==> config.mk <==
export PLATFORM = sky130hd
export DESIGN_NAME = arm_angle_pid_controller_top
export DESIGN_NICKNAME = d
export VERILOG_FILES = /design/src/sv/aapc_pkg.sv /design/src/sv/aapc_err.sv /design/src/sv/aapc_integ.sv /design/src/sv/aapc_mix.sv /design/src/sv/arm_angle_pid_controller_top.sv
export VERILOG_INCLUDE_DIRS = /design/src /design/src/sv
export SDC_FILE = /design/constraint.sdc
export NUM_CORES = 2
export LEC_CHECK = 0
export BUFFER_PORTS_ARGS = -buffer_cell sky130_fd_sc_hd__buf_2
export CORE_MARGIN = 2
export CORE_UTILIZATION = 55
export DETAILED_ROUTE_END_ITERATION = 8
export PLACE_DENSITY = 0.81
export SLEW_MARGIN = 25
export SYNTH_ARGS = -nofsm -noshare
export SYNTH_HDL_FRONTEND = slang
export SYNTH_HIERARCHICAL = 1
export SYNTH_SLANG_ARGS = --single-unit
==> constraint.sdc <==
create_clock -name i_clk -period 13.3 [get_ports i_clk]
set_input_delay 1.33 -clock i_clk [delete_from_list [all_inputs] [get_ports i_clk]]
set_output_delay 1.33 -clock i_clk [all_outputs]
set_load 0.01 [all_outputs]
==> src/sv/arm_angle_pid_controller_top_macros.svh <==
`ifndef ARM_ANGLE_PID_CONTROLLER_TOP_MACROS_SVH
`define ARM_ANGLE_PID_CONTROLLER_TOP_MACROS_SVH

// Immediate implication on the same edge.
`define AAPC_ASSERT(lbl, prop, msg) \
    lbl: assert property (@(posedge i_clk) disable iff (!i_rst_n) prop) else $error(msg);

// Condition on one edge, consequence on the next.
`define AAPC_ASSERT_NEXT(lbl, pre, post, msg) \
    lbl: assert property (@(posedge i_clk) disable iff (!i_rst_n) (pre) |=> (post)) \
        else $error(msg);

`endif

==> src/sv/aapc_pkg.sv <==
package aapc_pkg;

    localparam int CfgIdxW  = 3;
    localparam int CfgDataW = 16;

    // register indexes
    localparam logic [CfgIdxW-1:0] RegTargetAngle   = 3'd0;
    localparam logic [CfgIdxW-1:0] RegDriveNegate   = 3'd1;
    localparam logic [CfgIdxW-1:0] RegGainP         = 3'd2;
    localparam logic [CfgIdxW-1:0] RegGainI         = 3'd3;
    localparam logic [CfgIdxW-1:0] RegGainD         = 3'd4;
    localparam logic [CfgIdxW-1:0] RegIntegralLimit = 3'd5;
    localparam logic [CfgIdxW-1:0] RegTolerance     = 3'd6;

    // reset values
    localparam logic [15:0] RstTargetAngle   = 16'd36000;
    localparam logic        RstDriveNegate   = 1'b0;
    localparam logic [15:0] RstGainP         = 16'd448;
    localparam logic [15:0] RstGainI         = 16'd77;
    localparam logic [15:0] RstGainD         = 16'd38;
    localparam logic [15:0] RstIntegralLimit = 16'd5000;
    localparam logic [15:0] RstTolerance     = 16'd500;

    localparam logic [15:0] UnwrapLimit = 16'd18000;
    localparam logic [15:0] UnwrapAdd   = 16'd36000;
    localparam logic [15:0] IntegMinErr = 16'd250;

    localparam int TotalW = 51;
    // effort caps expressed on the undivided sum (scale 25600)
    localparam logic signed [TotalW-1:0] TotalHiLim = 51'sd1689600;
    localparam logic signed [TotalW-1:0] TotalLoLim = -51'sd3276800;
    // floor(m / 100) = (m * 10486) >> 20 for m < 12800
    localparam logic [13:0] RecipDiv100 = 14'd10486;
    localparam logic signed [7:0] CapHi = 8'sd65;
    localparam logic signed [7:0] SatLo = -8'sd127;

    typedef struct packed {
        logic [15:0] angle_raw;
        logic        restart;
    } t_in_word;

    typedef struct packed {
        logic signed [7:0] drive;
        logic              at_target;
    } t_out_word;

    typedef struct packed {
        logic [15:0] target_angle;
        logic        drive_negate;
        logic [15:0] gain_p;
        logic [15:0] gain_i;
        logic [15:0] gain_d;
        logic [15:0] integral_limit;
        logic [15:0] tolerance;
    } t_cfg;

    typedef struct packed {
        logic [15:0] err;
        logic        at;
        logic        restart;
    } t_err_word;

    typedef struct packed {
        logic [15:0]        err;
        logic [31:0]        sum;
        logic signed [16:0] deriv;
        logic               at;
    } t_pid_word;

    typedef struct packed {
        logic [6:0] q;
        logic       hi;
        logic       lo;
        logic       neg;
        logic       at;
    } t_mag_word;

endpackage

==> src/sv/aapc_err.sv <==
module aapc_err (
    input  logic                i_clk,
    input  logic                i_rst_n,
    input  aapc_pkg::t_cfg      i_cfg,
    input  logic                i_valid,
    input  aapc_pkg::t_in_word  i_word,
    output logic                o_stall,
    output logic                o_valid,
    output aapc_pkg::t_err_word o_word,
    input  logic                i_stall
);
    import aapc_pkg::*;

    logic      r_a_valid;
    t_in_word  r_a_word;
    logic      r_b_valid;
    t_err_word r_b_word;
    t_err_word n_b_word;
    logic      en_a;
    logic      en_b;
    logic [15:0] pos;
    logic [15:0] diff;

    assign en_b    = !r_b_valid || !i_stall;
    assign en_a    = !r_a_valid || en_b;
    assign o_stall = !en_a;
    assign o_valid = r_b_valid;
    assign o_word  = r_b_word;

    always_comb begin
        pos = (r_a_word.angle_raw < UnwrapLimit) ? r_a_word.angle_raw + UnwrapAdd
                                                 : r_a_word.angle_raw;
        diff = (pos >= i_cfg.target_angle) ? pos - i_cfg.target_angle
                                           : i_cfg.target_angle - pos;
        // |pos - target| < tol is the same strict band test
        n_b_word.err     = diff;
        n_b_word.at      = diff < i_cfg.tolerance;
        n_b_word.restart = r_a_word.restart;
    end

    always_ff @(posedge i_clk) begin
        if (!i_rst_n) begin
            r_a_valid <= 1'b0;
            r_b_valid <= 1'b0;
        end else begin
            if (en_a) r_a_valid <= i_valid;
            if (en_b) r_b_valid <= r_a_valid;
        end
    end

    always_ff @(posedge i_clk) begin
        if (en_a) r_a_word <= i_word;
        if (en_b) r_b_word <= n_b_word;
    end

endmodule

==> src/sv/aapc_integ.sv <==
`include "arm_angle_pid_controller_top_macros.svh"

module aapc_integ (
    input  logic                i_clk,
    input  logic                i_rst_n,
    input  aapc_pkg::t_cfg      i_cfg,
    input  logic                i_valid,
    input  aapc_pkg::t_err_word i_word,
    output logic                o_stall,
    output logic                o_valid,
    output aapc_pkg::t_pid_word o_word,
    input  logic                i_stall
);
    import aapc_pkg::*;

    logic        r_valid;
    t_pid_word   r_word;
    t_pid_word   n_word;
    logic [31:0] r_error_sum;
    logic [15:0] r_last_error;
    logic        r_first;
    logic [31:0] n_error_sum;
    logic [15:0] n_last_error;
    logic        n_first;
    logic        en;
    logic        take;
    logic        clr;
    logic        integ_on;
    logic [31:0] sum0;
    logic [15:0] last0;
    logic [32:0] sum_add;
    logic [31:0] sum_sat;

    assign en      = !r_valid || !i_stall;
    assign take    = en && i_valid;
    assign o_stall = !en;
    assign o_valid = r_valid;
    assign o_word  = r_word;

    always_comb begin
        // restart always clears; a pending start clears only on a PID step
        clr      = i_word.restart || (!i_word.at && r_first);
        sum0     = clr ? '0 : r_error_sum;
        last0    = clr ? '0 : r_last_error;
        sum_add  = {1'b0, sum0} + {17'd0, i_word.err};
        sum_sat  = sum_add[32] ? '1 : sum_add[31:0];
        integ_on = (i_word.err > IntegMinErr) && (i_word.err < i_cfg.integral_limit);

        if (i_word.at) begin
            n_error_sum  = sum0;
            n_last_error = last0;
            n_first      = r_first;
        end else begin
            n_error_sum  = integ_on ? sum_sat : '0;
            n_last_error = i_word.err;
            n_first      = 1'b0;
        end

        n_word.err   = i_word.err;
        n_word.sum   = n_error_sum;
        n_word.deriv = $signed({1'b0, i_word.err}) - $signed({1'b0, last0});
        n_word.at    = i_word.at;
    end

    always_ff @(posedge i_clk) begin
        if (!i_rst_n) begin
            r_valid      <= 1'b0;
            r_error_sum  <= '0;
            r_last_error <= '0;
            r_first      <= 1'b1;
        end else begin
            if (en) r_valid <= i_valid;
            if (take) begin
                r_error_sum  <= n_error_sum;
                r_last_error <= n_last_error;
                r_first      <= n_first;
            end
        end
    end

    always_ff @(posedge i_clk) begin
        if (en) r_word <= n_word;
    end

    `AAPC_ASSERT_NEXT(a_first_drops, take && !i_word.at, !r_first, "start still pending")
    `AAPC_ASSERT_NEXT(a_sum_clr, take && !i_word.at && !integ_on, r_error_sum == '0, "sum kept")
    `AAPC_ASSERT_NEXT(a_band_first, take && i_word.at, $stable(r_first), "start flag moved")
    `AAPC_ASSERT_NEXT(a_band_sum, take && i_word.at && !clr, $stable(r_error_sum), "sum moved")

endmodule

==> src/sv/aapc_mix.sv <==
module aapc_mix (
    input  logic                i_clk,
    input  logic                i_rst_n,
    input  aapc_pkg::t_cfg      i_cfg,
    input  logic                i_valid,
    input  aapc_pkg::t_pid_word i_word,
    output logic                o_stall,
    output logic                o_valid,
    output aapc_pkg::t_mag_word o_word,
    input  logic                i_stall
);
    import aapc_pkg::*;

    // products
    logic               r_p_valid;
    logic [31:0]        r_prod_p;
    logic [47:0]        r_prod_i;
    logic signed [33:0] r_prod_d;
    logic               r_p_at;
    // weighted sum
    logic                     r_t_valid;
    logic signed [TotalW-1:0] r_total;
    logic                     r_t_at;
    // range flags and scaled magnitude
    logic        r_f_valid;
    logic [13:0] r_m;
    logic        r_f_hi;
    logic        r_f_lo;
    logic        r_f_neg;
    logic        r_f_at;
    // quotient
    logic      r_q_valid;
    t_mag_word r_q_word;

    logic en_p;
    logic en_t;
    logic en_f;
    logic en_q;
    logic signed [TotalW-1:0] n_total;
    logic [TotalW-1:0]        mag;
    logic [27:0]              q_prod;

    assign en_q    = !r_q_valid || !i_stall;
    assign en_f    = !r_f_valid || en_q;
    assign en_t    = !r_t_valid || en_f;
    assign en_p    = !r_p_valid || en_t;
    assign o_stall = !en_p;
    assign o_valid = r_q_valid;
    assign o_word  = r_q_word;

    always_comb begin
        n_total = $signed({3'd0, r_prod_i}) + $signed({19'd0, r_prod_p})
                + $signed({{17{r_prod_d[33]}}, r_prod_d});
        mag     = r_total[TotalW-1] ? TotalW'(-r_total) : TotalW'(r_total);
        // 25600 = 256 * 100: drop eight bits, then divide by 100
        q_prod  = 28'(r_m) * 28'(RecipDiv100);
    end

    always_ff @(posedge i_clk) begin
        if (!i_rst_n) begin
            r_p_valid <= 1'b0;
            r_t_valid <= 1'b0;
            r_f_valid <= 1'b0;
            r_q_valid <= 1'b0;
        end else begin
            if (en_p) r_p_valid <= i_valid;
            if (en_t) r_t_valid <= r_p_valid;
            if (en_f) r_f_valid <= r_t_valid;
            if (en_q) r_q_valid <= r_f_valid;
        end
    end

    always_ff @(posedge i_clk) begin
        if (en_p) begin
            r_prod_p <= 32'(i_word.err) * 32'(i_cfg.gain_p);
            r_prod_i <= 48'(i_word.sum) * 48'(i_cfg.gain_i);
            r_prod_d <= 34'(i_word.deriv) * 34'($signed({1'b0, i_cfg.gain_d}));
            r_p_at   <= i_word.at;
        end
        if (en_t) begin
            r_total <= n_total;
            r_t_at  <= r_p_at;
        end
        if (en_f) begin
            r_f_hi  <= r_total >= TotalHiLim;
            r_f_lo  <= r_total <= TotalLoLim;
            r_f_neg <= r_total[TotalW-1];
            r_m     <= mag[21:8];
            r_f_at  <= r_t_at;
        end
        if (en_q) begin
            r_q_word.q   <= q_prod[26:20];
            r_q_word.hi  <= r_f_hi;
            r_q_word.lo  <= r_f_lo;
            r_q_word.neg <= r_f_neg;
            r_q_word.at  <= r_f_at;
        end
    end

endmodule

==> src/sv/arm_angle_pid_controller_top.sv <==
// Arm angle PID controller. Takes one sensor word per cycle while not stalled and returns one
// result word per input word, in order, through the error, integrator, mix and output stages.
// The rate is set by the integral and last-error registers, which are updated in a single stage
// so that each word sees the state left by the one before. Readings below 180 degrees are
// unwrapped by adding 360 degrees; inside the strict tolerance band the drive is 0 and
// at_target is set. Configuration registers may only be written while no word is in flight.
`include "arm_angle_pid_controller_top_macros.svh"

module arm_angle_pid_controller_top (
    input  logic                              i_clk,
    input  logic                              i_rst_n,
    input  logic                              i_in_valid,
    input  aapc_pkg::t_in_word                i_in_word,
    output logic                              o_in_stall,
    output logic                              o_out_valid,
    output aapc_pkg::t_out_word               o_out_word,
    input  logic                              i_out_stall,
    input  logic                              i_cfg_we,
    input  logic [aapc_pkg::CfgIdxW-1:0]      i_cfg_index,
    input  logic [aapc_pkg::CfgDataW-1:0]     i_cfg_data
);
    import aapc_pkg::*;

    t_cfg      r_cfg;
    logic      err_valid;
    t_err_word err_word;
    logic      err_stall;
    logic      pid_valid;
    t_pid_word pid_word;
    logic      pid_stall;
    logic      mag_valid;
    t_mag_word mag_word;
    logic      mag_stall;
    logic      r_out_valid;
    t_out_word r_out_word;
    t_out_word n_out_word;
    logic      en_out;
    logic signed [7:0] mag8;
    logic signed [7:0] eff;

    always_ff @(posedge i_clk) begin
        if (!i_rst_n) begin
            r_cfg.target_angle   <= RstTargetAngle;
            r_cfg.drive_negate   <= RstDriveNegate;
            r_cfg.gain_p         <= RstGainP;
            r_cfg.gain_i         <= RstGainI;
            r_cfg.gain_d         <= RstGainD;
            r_cfg.integral_limit <= RstIntegralLimit;
            r_cfg.tolerance      <= RstTolerance;
        end else if (i_cfg_we) begin
            case (i_cfg_index)
                RegTargetAngle:   r_cfg.target_angle   <= i_cfg_data;
                RegDriveNegate:   r_cfg.drive_negate   <= i_cfg_data[0];
                RegGainP:         r_cfg.gain_p         <= i_cfg_data;
                RegGainI:         r_cfg.gain_i         <= i_cfg_data;
                RegGainD:         r_cfg.gain_d         <= i_cfg_data;
                RegIntegralLimit: r_cfg.integral_limit <= i_cfg_data;
                RegTolerance:     r_cfg.tolerance      <= i_cfg_data;
                default: ;
            endcase
        end
    end

    aapc_err u_err (
        .i_clk   (i_clk),
        .i_rst_n (i_rst_n),
        .i_cfg   (r_cfg),
        .i_valid (i_in_valid),
        .i_word  (i_in_word),
        .o_stall (o_in_stall),
        .o_valid (err_valid),
        .o_word  (err_word),
        .i_stall (err_stall)
    );

    aapc_integ u_integ (
        .i_clk   (i_clk),
        .i_rst_n (i_rst_n),
        .i_cfg   (r_cfg),
        .i_valid (err_valid),
        .i_word  (err_word),
        .o_stall (err_stall),
        .o_valid (pid_valid),
        .o_word  (pid_word),
        .i_stall (pid_stall)
    );

    aapc_mix u_mix (
        .i_clk   (i_clk),
        .i_rst_n (i_rst_n),
        .i_cfg   (r_cfg),
        .i_valid (pid_valid),
        .i_word  (pid_word),
        .o_stall (pid_stall),
        .o_valid (mag_valid),
        .o_word  (mag_word),
        .i_stall (mag_stall)
    );

    assign en_out    = !r_out_valid || !i_out_stall;
    assign mag_stall = !en_out;

    always_comb begin
        mag8 = {1'b0, mag_word.q};
        if (mag_word.hi) begin
            eff = CapHi;
        end else if (mag_word.lo) begin
            eff = SatLo;
        end else begin
            eff = mag_word.neg ? -mag8 : mag8;
        end
        n_out_word.at_target = mag_word.at;
        if (mag_word.at) begin
            n_out_word.drive = '0;
        end else begin
            n_out_word.drive = r_cfg.drive_negate ? -eff : eff;
        end
    end

    always_ff @(posedge i_clk) begin
        if (!i_rst_n) begin
            r_out_valid <= 1'b0;
        end else if (en_out) begin
            r_out_valid <= mag_valid;
        end
    end

    always_ff @(posedge i_clk) begin
        if (en_out) r_out_word <= n_out_word;
    end

    assign o_out_valid = r_out_valid;
    assign o_out_word  = r_out_word;

    `AAPC_ASSERT(a_band_zero, r_out_word.at_target |-> r_out_word.drive == '0, "drive at target")
    `AAPC_ASSERT(a_drive_range, r_out_valid |-> r_out_word.drive != 8'sh80, "drive out of range")

endmodule
==> reports/qor.yml <==
area_delta_synth_final_pct: 5.06
htree_levels: 2
dieWidth_microns: 344
multiInputGateArea_sq_mm: 0.0454
netlist_area_sq_mm: 0.0634
ctsHoldBuffers: 0
slew_headroom_pct: 29.7
hold_viol: 0
syn_inst: 6846
root_buffer: "clkbuf_16"
grt_usage_pct: 27.3
synth-seq-area-share_pct: 19.4
startpoint_type: "register"
wire_per_inst_microns: 19.0
ys_warn_count: 6
grt_pass1_wl_mm: 258
wl_mm: 158
max-cap-violations: 0
ios: 52
worstPathRequired_ps: 13660
drtPass1Iterations: 8
antenna_found_initial: 3
fin_crit_sh_pct: 56.2
finalSetupViolCount: 0
holdCritPathClass: "register to register"
drive_gt1_share_pct: 3.79
max_slew.worst_pin.slew_ps: 1050
via_per_inst: 5.73
overflow: 0
arrival_ps: 7840
die-height_microns: 344
dpl.hpwl_mm: 122
syn_area_per_cell_sq_um: 9.26
rsz0062_at_grt: "no"
ys_ff_latch: 460
syn_nets: 8429
synth_cell_types: 100
cts-buffers-inserted: 53
final_common_cell: "inv_1"
layout_common_cells: "1271 x inv_1, 1061 x nand2_1, 959 x fa_1"
fill_cells: 9337
cts_setup_buffers: 0
yosysTopAreaCell: "fa_1"
port_buffers: 51
async_flop_share_pct: 0
die_area_sq_mm: 0.118
routabilityCongestion: 0.943
ant_nets: 0
synth-edff-count: 306
fmax_ghz: 0.134
synth_top_cells_by_area: "fa_1 30%, edfxtp_1 14%, ha_1 12%, inv_1 7.5%, nand2_1 6.3%"
post-route-drc-count: 0
start_util_pct: 55.4
seq_area_sq_mm: 0.0123
critPathMaxFanout: 16
floorplan.rows: 124
drv_slew: 0
grt_pass1_vias: 50500
cts_resized: 0
grt_max_degree: 98
drtIter0Drc: 3664
status: "finished, final reports clean"
fin_skew_ps: 25.2
path_clk_slew_ps: 60
nets: 8326
vias: 47600
crit_path_end_kind: "register"
synthFlopType: "edfxtp_1"
period_needed_ps: 7480
clock_sinks: 460
crit_type: "register to register"
clk_latency_ps: 630
clockBufferDepth: 3
synth_top_area_share_pct: 30.3
cts_tree: "yes"
core-area_sq_mm: 0.114
setup_tns_ps: 0
==> cells in the mapped netlist (all sizes together) (18+ instances only) <==
cell type,instances
xor2,82
a31oi,39
o21ai,169
edfxtp,306
xnor2,185
nor4,21
and3,35
o21bai,34
a21oi,258
nand2b,41
clkbuf,215
nand4,42
o211ai,18
nor2b,32
a21boi,78
a21o,120
o21a,42
mux2i,19
a22oi,18
fa,959
inv,1271
o31ai,21
a211oi,33
nand2,1065
dfxtp,154
buf,22
and2,437
nor2,215
a221oi,20
nor3,47
ha,583
nand3,88
==> through the flow <==
| step | cell area (sq um) | util [%] | hold WS [ps] | instances | setup slack (ps) |
|---|---|---|---|---|---|
| global route | 66600 | 58.3 | 413 | 8299 | 5580 |
| floorplan | 63400 | - | 400 | 6846 | 4410 |
| global placement | 64800 | 56.7 | 403 | 8200 | 5680 |
| detailed placement | 64800 | 56.7 | 405 | 8200 | 6020 |
| finish | 66600 | 58.3 | 409 | 8302 | 5820 |
| CTS | 66600 | 58.2 | 410 | 8299 | 6010 |
==> worst max-delay path, cell delays in order, from the launching register on <==
cell,delay (ps)
edfxtp_1,1020
nand2_1,190
fa_1,570
inv_1,60
fa_1,500
inv_1,60
fa_1,460
fa_1,540
inv_1,60
fa_1,480
inv_1,50
fa_1,500
inv_1,50
ha_1,370
nand2_1,70
o21ai_0,240
a221oi_1,150
a21oi_1,240
nor4_1,100
nor4_1,620
nand3b_1,230
a31o_2,160
a21oi_1,70
xnor2_1,400
==> layer usage <==
layer | vias up | routed length [microns] | GRT usage [%]
met1 | 23400 | 61600 | 34.1
met2 | 2183 | 75300 | 46.1
met4 | 0 | 7400 | 12.0
met3 | 473 | 13800 | 5.52
li1 | 21500 | - | -
met5 | - | 0 | 0
==> flip-flops by register name, indices dropped and copies added, names as in the netlist, 18 cells and up <==
signal               flops
r_cfg                   97
u_err/o_word            18
u_integ/o_word          66
u_integ/r_error_sum     32
u_mix/r_prod_d          34
u_mix/r_prod_i          48
u_mix/r_prod_p          32
u_mix/r_total           51
==> kinds of logic after synthesis <==
| family | after synthesis | synth area share (%) |
|---|---|---|
| AO/OA/AOI/OAI | 957 | 10.2 |
| XOR/XNOR | 267 | 3.69 |
| adder cells (fa/ha/maj) | 1542 | 41.8 |
| buffers and inverters | 1508 | 9.07 |
| flip-flops | 460 | 19.4 |
| multiplexers | 32 | 0.537 |
| AND/OR/NAND/NOR | 2080 | 15.4 |
==> final timing paths <==
kind	slack, ps	start	end	cells past startpoint
worst max-delay path	5820	u_integ/o_word[7]$_DFFE_PN_	u_mix/r_prod_d[33]$_DFFE_PN_	23
worst min-delay path	410	u_mix/r_f_hi$_DFFE_PP_	u_mix/o_word[3]$_DFFE_PP_	0
worst max register to register	5820	u_integ/o_word[7]$_DFFE_PN_	u_mix/r_prod_d[33]$_DFFE_PN_	23
worst min register to register	410	u_mix/r_f_hi$_DFFE_PP_	u_mix/o_word[3]$_DFFE_PP_	0
==> cell type report <==
cell class / count / share of cell area, %
tap: 1512 / 2.84
sequential: 460 / 18.4
clock buffer: 68 / 2.14
clock inverter: 31 / 0.543
antenna: 3 / 0.0113
multi-input combinational: 4878 / 68.2
inverter: 1271 / 7.16
timing repair buffer: 79 / 0.702
Power is left out: the tool's default activity adds up to more than one toggle a clock period on the data nets, which glitch-free logic cannot reach.
